$ cat config.mk
export PLATFORM = sky130hd
export DESIGN_NAME = wav_stream_parser
export DESIGN_NICKNAME = d
export VERILOG_FILES = /design/src/rtl/wsp_pkg.sv /design/src/rtl/wsp_hdr_check.sv /design/src/rtl/wsp_parser.sv /design/src/rtl/wsp_out_buf.sv /design/src/rtl/wav_stream_parser.sv
export SDC_FILE = /design/constraint.sdc
export NUM_CORES = 1
export LEC_CHECK = 0
export BUFFER_PORTS_ARGS = -buffer_cell sky130_fd_sc_hd__buf_2
export CELL_PAD_IN_SITES_DETAIL_PLACEMENT = 0
export CELL_PAD_IN_SITES_GLOBAL_PLACEMENT = 2
export CORE_AREA = 5 5 302 304
export CTS_CLUSTER_DIAMETER = 40
export DETAILED_ROUTE_END_ITERATION = 10
export DIE_AREA = 0 0 307 309
export PLACE_DENSITY_LB_ADDON = 0.1
export SYNTH_ARGS = -nofsm -noshare
export SYNTH_HDL_FRONTEND = slang
export SYNTH_HIERARCHICAL = 1
export SYNTH_SLANG_ARGS = --single-unit
$ cat constraint.sdc
create_clock -name clk -period 12.6 [get_ports clk]
set_input_delay 2.52 -clock clk [delete_from_list [all_inputs] [get_ports clk]]
set_output_delay 2.52 -clock clk [all_outputs]
set_load 0.05 [all_outputs]
$ cat src/rtl/wsp_pkg.sv
// ----------------------------------------------------------------------------
// WAV stream parser package
// Phase, error code and result types shared by the parser, its header
// check and its output buffer.
// ----------------------------------------------------------------------------
package wsp_pkg;

  typedef enum logic [2:0] {
    PH_HEADER,
    PH_FMTSKIP,
    PH_CHUNKHDR,
    PH_CHUNKSKIP,
    PH_DATA,
    PH_WAIT
  } phase_t;

  typedef enum logic [3:0] {
    ERR_NOT_RIFF  = 4'd0,
    ERR_NOT_WAVE  = 4'd1,
    ERR_NO_FMT    = 4'd2,
    ERR_NOT_PCM   = 4'd3,
    ERR_NOT_MONO  = 4'd4,
    ERR_BYTE_RATE = 4'd5,
    ERR_ALIGN     = 4'd6,
    ERR_DEPTH     = 4'd7,
    ERR_NO_DATA   = 4'd8
  } err_t;

  localparam logic        KIND_SAMPLE = 1'b0;
  localparam logic        KIND_ERROR  = 1'b1;

  localparam logic [31:0] TAG_RIFF = 32'h4646_4952;
  localparam logic [31:0] TAG_WAVE = 32'h4556_4157;
  localparam logic [31:0] TAG_FMT  = 32'h2074_6d66;
  localparam logic [31:0] TAG_DATA = 32'h6174_6164;

  localparam logic [15:0] FMT_PCM    = 16'd1;
  localparam logic [15:0] CHAN_MONO  = 16'd1;
  localparam logic [15:0] DEPTH_16   = 16'd16;
  localparam logic [31:0] FMT_LEN_STD = 32'd16;

  localparam logic [31:0] HDR_LAST_IDX  = 32'd35;
  localparam logic [31:0] CHDR_LAST_IDX = 32'd7;
  localparam logic [31:0] CHDR_TAG_LEN  = 32'd4;

  typedef struct packed {
    logic [31:0] riff;
    logic [31:0] wave;
    logic [31:0] fmt;
    logic [31:0] fmt_len;
    logic [15:0] channels;
    logic [15:0] format;
    logic [31:0] rate;
    logic [31:0] avg_bps;
    logic [15:0] align;
    logic [7:0]  bits_lo;
    logic [31:0] prod_lo;
  } hdr_t;

  typedef struct packed {
    logic        valid;
    logic        kind;
    logic [15:0] sample;
    err_t        code;
    logic [31:0] rate;
  } res_t;

endpackage

$ cat src/rtl/wsp_hdr_check.sv
// ----------------------------------------------------------------------------
// WAV header check
// Checks the captured RIFF/fmt header against the final header byte and
// reports the first failing field.
// ----------------------------------------------------------------------------
module wsp_hdr_check
  import wsp_pkg::*;
(
  input  hdr_t       hdr,
  input  logic [7:0] last_byte,
  output logic       pass,
  output err_t       code
);

  logic [15:0] bits;
  logic [39:0] hi_prod;
  logic [31:0] prod;

  assign bits    = {last_byte, hdr.bits_lo};
  assign hi_prod = hdr.rate * {32'd0, last_byte};
  assign prod    = hdr.prod_lo + {hi_prod[23:0], 8'h00};

  always_comb begin
    pass = 1'b0;
    code = ERR_NOT_RIFF;
    if (hdr.riff != TAG_RIFF) begin
      code = ERR_NOT_RIFF;
    end else if (hdr.wave != TAG_WAVE) begin
      code = ERR_NOT_WAVE;
    end else if (hdr.fmt != TAG_FMT) begin
      code = ERR_NO_FMT;
    end else if (hdr.format != FMT_PCM) begin
      code = ERR_NOT_PCM;
    end else if (hdr.channels != CHAN_MONO) begin
      code = ERR_NOT_MONO;
    end else if (hdr.avg_bps != {3'b000, prod[31:3]}) begin
      code = ERR_BYTE_RATE;
    end else if (hdr.align != {3'b000, bits[15:3]}) begin
      code = ERR_ALIGN;
    end else if (bits != DEPTH_16) begin
      code = ERR_DEPTH;
    end else begin
      pass = 1'b1;
    end
  end

endmodule

$ cat src/rtl/wsp_parser.sv
// ----------------------------------------------------------------------------
// WAV byte parser
// Captures the header, walks the chunk list and pairs data bytes into
// samples; one accepted byte is handled per cycle.
// ----------------------------------------------------------------------------
module wsp_parser
  import wsp_pkg::*;
(
  input  logic       clk,
  input  logic       rst_n,
  input  logic       take,
  input  logic [7:0] data_byte,
  input  logic       last,
  output res_t       res
);

  localparam logic [3:0] W_RIFF  = 4'd0;
  localparam logic [3:0] W_WAVE  = 4'd2;
  localparam logic [3:0] W_FMT   = 4'd3;
  localparam logic [3:0] W_FLEN  = 4'd4;
  localparam logic [3:0] W_FINFO = 4'd5;
  localparam logic [3:0] W_RATE  = 4'd6;
  localparam logic [3:0] W_BRATE = 4'd7;
  localparam logic [3:0] W_BITS  = 4'd8;

  phase_t      phase_r, phase_nxt;
  logic [31:0] cnt_r, cnt_nxt;
  logic [31:0] tag_r, tag_nxt;
  logic [31:0] len_r, len_nxt;
  logic [7:0]  low_r, low_nxt;
  logic        half_r, half_nxt;
  hdr_t        hdr_r;

  logic        hdr_pass;
  err_t        hdr_code;
  logic [31:0] cnt_inc;
  logic [39:0] lo_prod;
  logic [4:0]  bsel;

  assign cnt_inc = cnt_r + 32'd1;
  assign lo_prod = hdr_r.rate * {32'd0, data_byte};
  assign bsel    = {cnt_r[1:0], 3'b000};

  wsp_hdr_check u_check (
    .hdr       (hdr_r),
    .last_byte (data_byte),
    .pass      (hdr_pass),
    .code      (hdr_code)
  );

  always_ff @(posedge clk) begin
    if (take && phase_r == PH_HEADER) begin
      case (cnt_r[5:2])
        W_RIFF:  hdr_r.riff[bsel +: 8] <= data_byte;
        W_WAVE:  hdr_r.wave[bsel +: 8] <= data_byte;
        W_FMT:   hdr_r.fmt[bsel +: 8] <= data_byte;
        W_FLEN:  hdr_r.fmt_len[bsel +: 8] <= data_byte;
        W_FINFO: begin
          if (cnt_r[1]) begin
            hdr_r.channels[bsel[3:0] +: 8] <= data_byte;
          end else begin
            hdr_r.format[bsel[3:0] +: 8] <= data_byte;
          end
        end
        W_RATE:  hdr_r.rate[bsel +: 8] <= data_byte;
        W_BRATE: hdr_r.avg_bps[bsel +: 8] <= data_byte;
        W_BITS: begin
          if (!cnt_r[1]) begin
            hdr_r.align[bsel[3:0] +: 8] <= data_byte;
          end else if (!cnt_r[0]) begin
            hdr_r.bits_lo <= data_byte;
            hdr_r.prod_lo <= lo_prod[31:0];
          end
        end
        default: ;
      endcase
    end
  end

  always_ff @(posedge clk) begin
    if (!rst_n) begin
      phase_r <= PH_HEADER;
      cnt_r   <= '0;
      tag_r   <= '0;
      len_r   <= '0;
      low_r   <= '0;
      half_r  <= 1'b0;
    end else begin
      phase_r <= phase_nxt;
      cnt_r   <= cnt_nxt;
      tag_r   <= tag_nxt;
      len_r   <= len_nxt;
      low_r   <= low_nxt;
      half_r  <= half_nxt;
    end
  end

  always_comb begin
    phase_nxt = phase_r;
    cnt_nxt   = cnt_r;
    tag_nxt   = tag_r;
    len_nxt   = len_r;
    low_nxt   = low_r;
    half_nxt  = half_r;
    if (take) begin
      case (phase_r)
        PH_HEADER: begin
          cnt_nxt = cnt_inc;
          if (cnt_r == HDR_LAST_IDX) begin
            if (!hdr_pass) begin
              phase_nxt = PH_WAIT;
            end else begin
              cnt_nxt   = '0;
              len_nxt   = (hdr_r.fmt_len > FMT_LEN_STD) ?
                          hdr_r.fmt_len - FMT_LEN_STD : 32'd0;
              phase_nxt = (len_nxt != 32'd0) ? PH_FMTSKIP : PH_CHUNKHDR;
            end
          end
        end
        PH_FMTSKIP, PH_CHUNKSKIP: begin
          cnt_nxt = cnt_inc;
          if (cnt_inc == len_r) begin
            cnt_nxt   = '0;
            phase_nxt = PH_CHUNKHDR;
          end
        end
        PH_CHUNKHDR: begin
          if (cnt_r < CHDR_TAG_LEN) begin
            tag_nxt = {data_byte, tag_r[31:8]};
          end else begin
            len_nxt = {data_byte, len_r[31:8]};
          end
          cnt_nxt = cnt_inc;
          if (cnt_r == CHDR_LAST_IDX) begin
            cnt_nxt = '0;
            if (tag_r == TAG_DATA) begin
              phase_nxt = PH_DATA;
            end else begin
              phase_nxt = (len_nxt != 32'd0) ? PH_CHUNKSKIP : PH_CHUNKHDR;
            end
          end
        end
        PH_DATA: begin
          if (!half_r) begin
            low_nxt = data_byte;
          end
          half_nxt = !half_r;
        end
        default: ;
      endcase
      if (last) begin
        phase_nxt = PH_HEADER;
        cnt_nxt   = '0;
        tag_nxt   = '0;
        len_nxt   = '0;
        low_nxt   = '0;
        half_nxt  = 1'b0;
      end
    end
  end

  always_comb begin
    res = '0;
    res.code = ERR_NOT_RIFF;
    if (take) begin
      case (phase_r)
        PH_HEADER: begin
          if (cnt_r != HDR_LAST_IDX) begin
            if (last) begin
              res.valid = 1'b1;
              res.kind  = KIND_ERROR;
              res.code  = ERR_NO_DATA;
            end
          end else if (!hdr_pass || last) begin
            res.valid = 1'b1;
            res.kind  = KIND_ERROR;
            res.code  = hdr_pass ? ERR_NO_DATA : hdr_code;
            res.rate  = hdr_r.rate;
          end
        end
        PH_FMTSKIP, PH_CHUNKSKIP: begin
          if (last) begin
            res.valid = 1'b1;
            res.kind  = KIND_ERROR;
            res.code  = ERR_NO_DATA;
            res.rate  = hdr_r.rate;
          end
        end
        PH_CHUNKHDR: begin
          if (last && (cnt_r != CHDR_LAST_IDX || tag_r != TAG_DATA)) begin
            res.valid = 1'b1;
            res.kind  = KIND_ERROR;
            res.code  = ERR_NO_DATA;
            res.rate  = hdr_r.rate;
          end
        end
        PH_DATA: begin
          if (half_r) begin
            res.valid  = 1'b1;
            res.kind   = KIND_SAMPLE;
            res.sample = {data_byte, low_r};
            res.rate   = hdr_r.rate;
          end
        end
        default: ;
      endcase
    end
  end

endmodule

$ cat src/rtl/wsp_out_buf.sv
// ----------------------------------------------------------------------------
// WAV parser output buffer
// Two-entry result buffer; stalls the input only when both entries hold
// results.
// ----------------------------------------------------------------------------
module wsp_out_buf
  import wsp_pkg::*;
(
  input  logic        clk,
  input  logic        rst_n,
  input  res_t        res,
  input  logic        out_stall,
  output logic        out_valid,
  output logic        out_kind,
  output logic [15:0] out_sample,
  output logic [3:0]  out_error_code,
  output logic [31:0] out_sample_rate,
  output logic        full
);

  res_t head_r, head_nxt;
  res_t spare_r, spare_nxt;
  logic head_v_r, head_v_nxt;
  logic spare_v_r, spare_v_nxt;
  logic pop;

  assign pop = head_v_r && !out_stall;

  always_comb begin
    head_nxt    = head_r;
    spare_nxt   = spare_r;
    head_v_nxt  = head_v_r;
    spare_v_nxt = spare_v_r;
    if (pop) begin
      if (spare_v_r) begin
        head_nxt    = spare_r;
        spare_nxt   = res;
        spare_v_nxt = res.valid;
      end else begin
        head_nxt   = res;
        head_v_nxt = res.valid;
      end
    end else if (res.valid) begin
      if (!head_v_r) begin
        head_nxt   = res;
        head_v_nxt = 1'b1;
      end else begin
        spare_nxt   = res;
        spare_v_nxt = 1'b1;
      end
    end
  end

  always_ff @(posedge clk) begin
    if (!rst_n) begin
      head_v_r  <= 1'b0;
      spare_v_r <= 1'b0;
    end else begin
      head_v_r  <= head_v_nxt;
      spare_v_r <= spare_v_nxt;
    end
  end

  always_ff @(posedge clk) begin
    head_r  <= head_nxt;
    spare_r <= spare_nxt;
  end

  assign out_valid       = head_v_r;
  assign out_kind        = head_r.kind;
  assign out_sample      = head_r.sample;
  assign out_error_code  = head_r.code;
  assign out_sample_rate = head_r.rate;
  assign full            = spare_v_r;

endmodule

$ cat src/rtl/wav_stream_parser.sv
// ----------------------------------------------------------------------------
// WAV stream parser
// Byte-serial RIFF/WAVE parser for 16-bit mono PCM: header check, chunk
// skipping and sample assembly, with errors reported as results.
// ----------------------------------------------------------------------------
// Output: each result is registered in the output buffer before it shows on out_*.
// Throughput: one byte per cycle; the two-entry output buffer stalls input
// only after two results wait on a stalled output.
// Reset: synchronous rst_n clears phase, counters and the buffer; the next
// byte starts a new file. Header capture registers hold until overwritten.
module wav_stream_parser
  import wsp_pkg::*;
(
  input  logic               clk,
  input  logic               rst_n,
  input  logic               in_valid,
  output logic               in_stall,
  input  logic [7:0]         in_data_byte,
  input  logic               in_last,
  output logic               out_valid,
  input  logic               out_stall,
  output logic               out_kind,
  output logic signed [15:0] out_sample,
  output logic [3:0]         out_error_code,
  output logic [31:0]        out_sample_rate
);

  res_t        res;
  logic        take;
  logic        full;
  logic [15:0] sample_bits;

  assign take       = in_valid && !in_stall;
  assign in_stall   = full;
  assign out_sample = sample_bits;

  wsp_parser u_parser (
    .clk       (clk),
    .rst_n     (rst_n),
    .take      (take),
    .data_byte (in_data_byte),
    .last      (in_last),
    .res       (res)
  );

  wsp_out_buf u_out_buf (
    .clk             (clk),
    .rst_n           (rst_n),
    .res             (res),
    .out_stall       (out_stall),
    .out_valid       (out_valid),
    .out_kind        (out_kind),
    .out_sample      (sample_bits),
    .out_error_code  (out_error_code),
    .out_sample_rate (out_sample_rate),
    .full            (full)
  );

  a_stall_needs_head: assert property (@(posedge clk) disable iff (!rst_n)
    in_stall |-> out_valid)
    else $error("input stalled with empty output");

  a_result_on_transfer: assert property (@(posedge clk) disable iff (!rst_n)
    res.valid |-> (in_valid && !in_stall))
    else $error("result without input transfer");

  a_error_zero_sample: assert property (@(posedge clk) disable iff (!rst_n)
    (res.valid && res.kind == KIND_ERROR) |-> (res.sample == 16'd0))
    else $error("error result carries sample bits");

  a_empty_after_reset: assert property (@(posedge clk) disable iff (!rst_n)
    $past(!rst_n) |-> !out_valid)
    else $error("output valid right after reset");

endmodule
==> metrics.txt, run 1 <==
DIE AREA=roughly 95000 sq um; status=finished clean; Post CTS Setup Buffer Count=0; initial antenna violation count=6; synthesized area=34000 sq um; vias in the first global route=25200; Tcrit/Tclk final=88.8%; DP Worst Slack=0.776 ns; Fill cells=8373; slowest cell delay on critical path=0.57 ns; post-route cell area=38500 sq um; relative slew slack=19.2%; CP Max Fanout=48; vias per cell=5.46; Final Max Slew Viols=0; Worst path slowest cell=fa_1; DRC viols=0; post-synth net total=~3600; Cells after Synth=3207; GRT Overall Usage=21.8%; routed wire length=104000 um; CTS sink count=about 490; via count=24500; largest net degree at the start of global routing=54; WL/cell=23.2 um; required time worst endpoint=12.90 ns; CORE AREA=88000 sq um; Setup Skew=0.0353 ns; number of CTS-inserted buffers=88; DPL Wire Length=75200 um; Fmax achieved=approximately 89 MHz; Overflow after GRT=0; Fin. Hold Viols=0; min-delay worst type=flip-flop to flip-flop; CTS tree=done; gpl congestion=0.854; CTS Hold Bufs=0; Synth Area per Inst=10.6 sq um; Tmin final=11.19 ns; placed instance area=35500 sq um; PortBufs=67; total negative setup slack=0 ns; crit path kind=primary input to flip-flop; H-Tree Level Count=3; CP most frequent cell=fa_1; Worst IR Drop VDD=0.198 mV; final setup fails=0; router iterations before antenna repair=5; Syn. warnings=6; post-route setup slack=1.41 ns; Critical Path AT=approximately 11 ns; CP Capture Type=flip-flop; Area Overhead vs Synth=13.2%; Worst setup SP type=primary input; RSZ-0062 raised after global routing=false; Die H=309 um; LEAKAGE=around 15 nW; Rows=between 100 and 150; die width=307 um; global-route wire length before repair=158000 um; clock slew at reported path FFs=0.05 ns; worst slew pin tran=1.20 ns; Iteration-0 DRC Markers=1623; worst skew pair latency=0.66 ns; deepest clock path buffer count=3; I/O pin cnt=68; final net count=3624; initial core utilization=38.6%; Root Driver=clkbuf_16; layout cell share with drive strength beyond 1=10.5%; Post-CTS Resized=0; MaxCap Viol Count=0; antenna-violating nets left=0; Power Dens Cells=217 nW/um^2
## area by class of cell
type | count | area (sq um) | area share (%)
Multi-Input combinational cell | 2294 | 18700 | 48.6
Sequential cell | 493 | 13700 | 35.6
Clock buffer | 99 | 2260 | 5.89
Tap cell | 1165 | 1460 | 3.79
Inverter | 262 | 983 | 2.56
Clock inverter | 62 | 739 | 1.92
Timing Repair Buffer | 106 | 628 | 1.63
Antenna cell | 3 | 7.51 | 0.0195
## layer usage
layer,wire length (um),part of all wire (%),GRT usage [%]
met3,5000,4.8,3.59
met4,5070,4.9,9.74
met1,44700,43,28.4
met5,43,0.041,0
met2,49500,47,36.1
## placed cells by master, fill, tap and decap left out, drive strengths merged, types with 13 or more instances in the layout
cell / count
a21oi: 132
ha: 101
inv: 278
o211ai: 13
a211oi: 16
a21o: 31
nor3: 80
nand2: 269
nand3: 36
dfxtp: 110
buf: 106
xor2: 58
clkinv: 29
mux2: 59
nor4b: 21
a31oi: 54
clkbuf: 99
nor2b: 15
nor4: 46
o21ai: 64
xnor2: 128
edfxtp: 383
mux2i: 38
o21a: 14
nand4: 44
fa: 265
and2: 317
and3: 23
nor2: 233
nand2b: 18
a22oi: 42
## path summary, 6_finish.rpt
path,from,to,slack [ns],depth (start not counted)
hold reg to reg,u_parser/low_r[0]$_SDFFE_PN0P_,u_parser/low_r[0]$_SDFFE_PN0P_,0.49,2
setup / recovery,in_data_byte[3],u_out_buf/spare_r[5]$_DFFE_PP_,1.41,32
hold / removal,u_parser/low_r[0]$_SDFFE_PN0P_,u_parser/low_r[0]$_SDFFE_PN0P_,0.49,2
setup reg to reg,u_parser/hdr_r[95]$_DFFE_PP_,u_out_buf/spare_r[5]$_DFFE_PP_,2.85,31
## metrics by stage
stage          cells  power, mW  utilization (%)  hold slack, ns
6_report        4484       8.35             43.7           0.493
5_1_grt         4481       8.94             43.7           0.522
4_1_cts         4481       8.43             43.7           0.494
3_5_place_dp    4320       5.96             40.3           0.478
3_3_place_gp    4320       5.99             40.3           0.470
2_1_floorplan   3207       4.95                -           0.457
## power by group
| group | internal [mW] | total [mW] | switching, mW | leakage [nW] |
|---|---|---|---|---|
| registers | 1.84 | 1.86 | 0.0159 | 4.38 |
| logic | 1.59 | 4.09 | 2.49 | 9.21 |
| clock network | 1.54 | 2.41 | 0.871 | 1.45 |
## flip-flops by register name, indices dropped and copies added, names as in the netlist
signal / flops
u_parser/hdr_r: 277
u_out_buf/spare_r: 53
u_out_buf/out_sample_rate: 32
u_parser/cnt_r: 32
u_parser/len_r: 32
u_parser/tag_r: 32
u_out_buf/out_sample: 16
u_parser/low_r: 8
u_out_buf/out_error_code: 4
u_parser/phase_r: 3
u_out_buf/full: 1
u_out_buf/out_kind: 1
u_out_buf/out_valid: 1
u_parser/half_r: 1
## critical path, delay by kind of cell
kind | cells | cell delay (ns)
fa+ha+maj | 6 | 2.64
xor+xnor | 2 | 0.34
simple gates | 12 | 2.94
compound gates | 8 | 1.81
buf+inv | 3 | 0.93
mux | 1 | 0.24
(Power assumes the default switching activity.)
==> inputs of run 2 (changes only) <==
Settings changed: ABC_AREA from default to 1, CORE_AREA 5 5 302 304 to 5 5 322 324, DIE_AREA 0 0 307 309 to 0 0 327 329.
==> run 2 against run 1 <==
Compared with the run above:
- first-iteration DRC count is 26% higher
- non-clock buffer count is 28 higher
- via count is 17% higher
- die area is 13% higher
- worst setup slack better by 0.59 ns
- wire length is 16% higher
- clock skew is 0.0054 ns higher
- largest cell class unchanged
==> metrics.txt, run 2 <==
Regs by FF count=u_parser/hdr_r: 277 flops, u_out_buf/spare_r: 53 flops; LEAKAGE=18.8 nW; vias per cell=4.90; slowest cell delay on critical path=0.56 ns; min-delay worst type=flip-flop to flip-flop; total negative setup slack=0 ns; reg2reg end=u_parser/len_r[16]$_SDFFE_PN0P_; DRC viols=0; Power Dens Cells=132 nW/um^2; DPL Wire Length=about 90000 um; RSZ-0062 raised after global routing=false; PortBufs=67; Fin. Hold Viols=0; Fill cells=10400; Worst Hold Endpoint=u_parser/tag_r[6]$_SDFFE_PN0P_; largest net degree at the start of global routing=69; Post-CTS Resized=0; CP Capture Type=flip-flop; CP most frequent cell=fa_1; Setup Skew=0.0407 ns; Tcrit/Tclk final=84.2%; relative slew slack=12.9%; max reg flops=277; Biggest register=u_parser/hdr_r; Cells after Synth=4409; Hold Crit Depth=2; Syn. warnings=6; die width=between 300 and 400 um; crit path kind=primary input to flip-flop; Worst setup SP type=primary input; required time worst endpoint=between 10 and 15 ns; initial antenna violation count=3; WL met3=6600 um; Root Driver=clkbuf_16; via count=approximately 29000; Worst path slowest cell=fa_1; worst slew pin tran=1.30 ns; Overflow after GRT=0; deepest clock path buffer count=3; total power=5.36 mW; initial core utilization=35.4%; H-Tree Level Count=3; placed cells=roughly 5700; CTS tree=done; final core occ=between 40% and 50%; reg2reg setup slack=3.46 ns; CP top delay family=adder cells; Area Overhead vs Synth=13.7%; Rows=117; WL/cell=20.7 um; antenna-violating nets left=0; most frequent cells in the layout=nand2_1 (1337), inv_1 (744), nor2_1 (385); Die H=329 um; Final Max Slew Viols=0; number of CTS-inserted buffers=85; final net count=4835; Post CTS Setup Buffer Count=0; routed wire length=121000 um; post-synth net total=around 4800; worst r2r src=u_parser/hdr_r[92]$_DFFE_PP_; storage element area=13700 sq um; Synth Area per Inst=8.10 sq um; synthesized area=between 30000 and 40000 sq um; reg2reg path depth=41; clock slew at reported path FFs=0.05 ns; vias in the first global route=between 20000 and 30000; GRT Overall Usage=between 20 and 25%; worst hold slack=roughly 0.46 ns; I/O pin cnt=68; MaxCap Viol Count=0; Fmax achieved=around 94 MHz; final setup fails=0; DR top layer=met4; area used by multi-input combinational logic=18500 sq um; global-route wire length before repair=between 150000 and 200000 um; Critical Path AT=11.13 ns; Iteration-0 DRC Markers=2051; met2 WL=between 50000 and 60000 um; CTS Hold Bufs=0; hold path startpoint=u_parser/tag_r[6]$_SDFFE_PN0P_; CP Max Fanout=33; status=finished clean; Tmin final=10.60 ns; Worst IR Drop VDD=0.0989 mV; CTS sink count=493; critical path depth=37; commonest non-fill, non-tap cell in the layout=nand2_1; gpl congestion=0.840; router iterations before antenna repair=5; met1 wire length=57200 um; CORE AREA=slightly above 100000 sq um; layout cell share with drive strength beyond 1=7.73%; Buffers & Inverters on Critical Path=8; worst skew pair latency=0.64 ns; Post-Layout Cell Count=5840; DIE AREA=~110000 sq um
run 2: power breakdown:
group | internal (mW) | total (mW) | switching, mW
clock | 1.52 | 2.42 | 0.896
sequential | 1.80 | 1.81 | 0.0144
combinational | 0.355 | 1.13 | 0.777
total | 3.67 | 5.36 | 1.69
run 2: worst max path at each step:
stage	start	endpoint
finish	in_data_byte[3]	u_parser/len_r[16]$_SDFFE_PN0P_
detailed placement	in_data_byte[3]	u_out_buf/out_sample_rate[18]$_DFFE_PP_
global placement	in_data_byte[3]	u_out_buf/out_sample_rate[10]$_DFFE_PP_
floorplan	in_data_byte[4]	u_out_buf/spare_r[0]$_DFFE_PP_
global route	in_data_byte[3]	u_parser/len_r[12]$_SDFFE_PN0P_
CTS	in_data_byte[3]	u_parser/len_r[16]$_SDFFE_PN0P_
run 2: final cells by class:
cell class | instances | share of cell area, %
Multi-Input combinational cell | 2988 | 45.5
Sequential cell | 493 | 33.8
Inverter | 754 | 6.99
Clock buffer | 93 | 5.50
Tap cell | 1309 | 4.04
Timing Repair Buffer | 134 | 2.16
Clock inverter | 63 | 1.98
Antenna cell | 6 | 0.0370
run 2: per-layer routing:
layer | global-route usage, % | vias to the layer above
li1 | - | 13900
met1 | 31.9 | 13800
met2 | 35.2 | 657
met3 | 4.03 | 151
met4 | 5.76 | 0
met5 | 0 | -
run 2: through the flow:
stage               cell area (sq um)  setup WS [ns]
CTS                             40600           1.99
finish                          40600           2.00
global placement                37500           1.48
floorplan                       35700          0.432
global route                    40600           1.37
detailed placement              37500           1.35
run 2: worst reg2reg max path, delay by kind of cell (launching register included):
family	cells	cell delay (ns)
fa+ha+maj	6	2.54
simple gates	15	2.25
compound gates	11	2.13
flops	1	0.99
buf+inv	8	0.98
xor+xnor	1	0.16
==> inputs of run 3 (changes only) <==
Settings changed: ABC_AREA 1 to 0, CORE_AREA 5 5 322 324 to 5 5 302 304, DIE_AREA 0 0 327 329 to 0 0 307 309.
Clock period 12.6 ns to 8.6 ns, I/O delays scaled along.
==> run 3 against run 2 <==
Compared with the run above:
- the run now ends with setup timing left
- register-to-register slack worse by 3.1 ns
- power grew to 2.7 times the previous value
- sequential share of layout area is 0.60 points lower
- combinational power grew to 7.0 times the previous value
- global-route usage is 0.13 points higher
- worst setup slack worse by 2.1 ns
- critical path type unchanged
==> metrics.txt, run 3 (synthesis gave the netlist of run 1 again) <==
gpl congestion=0.873; Critical Path AT=9.08 ns; worst slew pin tran=1.25 ns; vias in the first global route=26400; Worst IR Drop VDD=0.335 mV; global-route wire length before repair=163000 um; status=finished, violations left; Area Overhead vs Synth=21.5%; final core occ=47.0%; storage element area=roughly 14000 sq um; initial core utilization=38.6%; relative slew slack=roughly 17%; failing checks=setup timing; total power=roughly 14 mW; Fmax achieved=115 MHz; max reg flops=around 280; layout cell share with drive strength beyond 1=20.1%; worst skew pair latency=0.66 ns; final net count=3847; die width=307 um; area used by multi-input combinational logic=between 15000 and 20000 sq um; Setup Skew=0.0442 ns; antenna-violating nets left=0; clock slew at reported path FFs=roughly 0.050 ns; CP most frequent cell=fa_1; LEAKAGE=16.4 nW; Iteration-0 DRC Markers=roughly 1600; initial antenna violation count=2; Overflow after GRT=0; router iterations before antenna repair=8; Worst setup SP type=primary input; GRT Overall Usage=22.4%; final setup fails=99; vias per cell=5.34; DP Worst Slack=-1.17 ns; PortBufs=67; CTS Hold Bufs=0; RSZ-0062 raised after global routing=true; required time worst endpoint=8.98 ns; Biggest register=u_parser/hdr_r; Tmin final=8.71 ns; CP Max Fanout=14; WL/cell=22.9 um; most frequent cells in the layout=edfxtp_1 (383), and2_1 (290), fa_1 (259); Worst path slowest cell=fa_1; via count=25200; crit path kind=primary input to flip-flop; Fill cells=approximately 8200; DIE AREA=94900 sq um; Regs by FF count=u_parser/hdr_r: 277 flops, u_out_buf/spare_r: 53 flops; min-delay worst type=flip-flop to flip-flop; CTS sink count=493; Power Dens Cells=344 nW/um^2; Die H=309 um; deepest clock path buffer count=3; Rows=109; DPL Wire Length=79500 um; Tcrit/Tclk final=101%; post-route setup slack=-0.108 ns; I/O pin cnt=68; CORE AREA=88000 sq um; routed wire length=108000 um; number of CTS-inserted buffers=87; slowest cell delay on critical path=roughly 0.55 ns; CP Capture Type=flip-flop; largest net degree at the start of global routing=between 80 and 90; Final Max Slew Viols=0; Fin. Hold Viols=0; commonest non-fill, non-tap cell in the layout=edfxtp_1; DRC viols=0; CTS tree=done; H-Tree Level Count=3; Root Driver=clkbuf_16; MaxCap Viol Count=0
run 3: final cells by class:
cell class,count,share of cell area [%]
tap,1165,3.53
antenna,2,0.0121
sequential,493,33.2
timing repair buffer,329,6.46
multi-input combinational,2295,47.0
clock buffer,101,5.68
inverter,262,2.39
clock inverter,61,1.78
run 3: timing repair:
action	4_1_cts	5_1_grt
cloned	5	6
pin swaps	53	48
resized for setup	84	90
buffers inserted	11	4
endpoints found under the setup margin	242	243
run 3: critical path: cells and delay by family:
| kind | cells | cell delay [ns] |
|---|---|---|
| compound gates | 9 | 1.70 |
| xor+xnor | 1 | 0.13 |
| fa+ha+maj | 6 | 2.37 |
| buf+inv | 6 | 0.70 |
| mux | 1 | 0.15 |
| simple gates | 11 | 2.29 |
run 3: routing by layer:
| layer | routed length [um] | GRT usage (%) | up-vias |
|---|---|---|---|
| met5 | 0 | 0 | - |
| met4 | 3600 | 7.58 | 0 |
| met3 | 4280 | 3.29 | 182 |
| met2 | 53600 | 39.3 | 569 |
| met1 | 46100 | 28.7 | 12800 |
| li1 | - | - | 11600 |
run 3: path summary, 6_finish.rpt:
kind	from	to	slack [ns]	depth (start not counted)
worst min register to register	u_parser/low_r[2]$_SDFFE_PN0P_	u_parser/low_r[2]$_SDFFE_PN0P_	0.49	2
worst min-delay path	u_parser/low_r[2]$_SDFFE_PN0P_	u_parser/low_r[2]$_SDFFE_PN0P_	0.49	2
worst max register to register	u_parser/hdr_r[90]$_DFFE_PP_	u_out_buf/out_sample_rate[6]$_DFFE_PP_	0.33	33
worst max-delay path	in_data_byte[4]	u_out_buf/out_sample_rate[6]$_DFFE_PP_	-0.11	34
run 3: stage by stage:
stage,hold WS (ns),cell area (sq um),std cells,setup TNS (ns)
after floorplan,0.457,34300,3207,-48.30
after global routing,0.529,41300,4706,-68.12
after CTS,0.494,40900,4697,-2.70
final,0.487,41300,4708,-4.68
after global placement,0.470,37200,4519,-226.49
after detailed placement,0.479,37200,4519,-254.68
run 3: power breakdown:
part | internal (mW) | switching [mW] | total [mW] | leakage [nW]
sequential | 2.70 | 0.0202 | 2.72 | 4.38
combinational | 3.68 | 4.26 | 7.93 | 10.5
clock | 2.28 | 1.29 | 3.57 | 1.48
total | 8.66 | 5.56 | 14.2 | 16.4
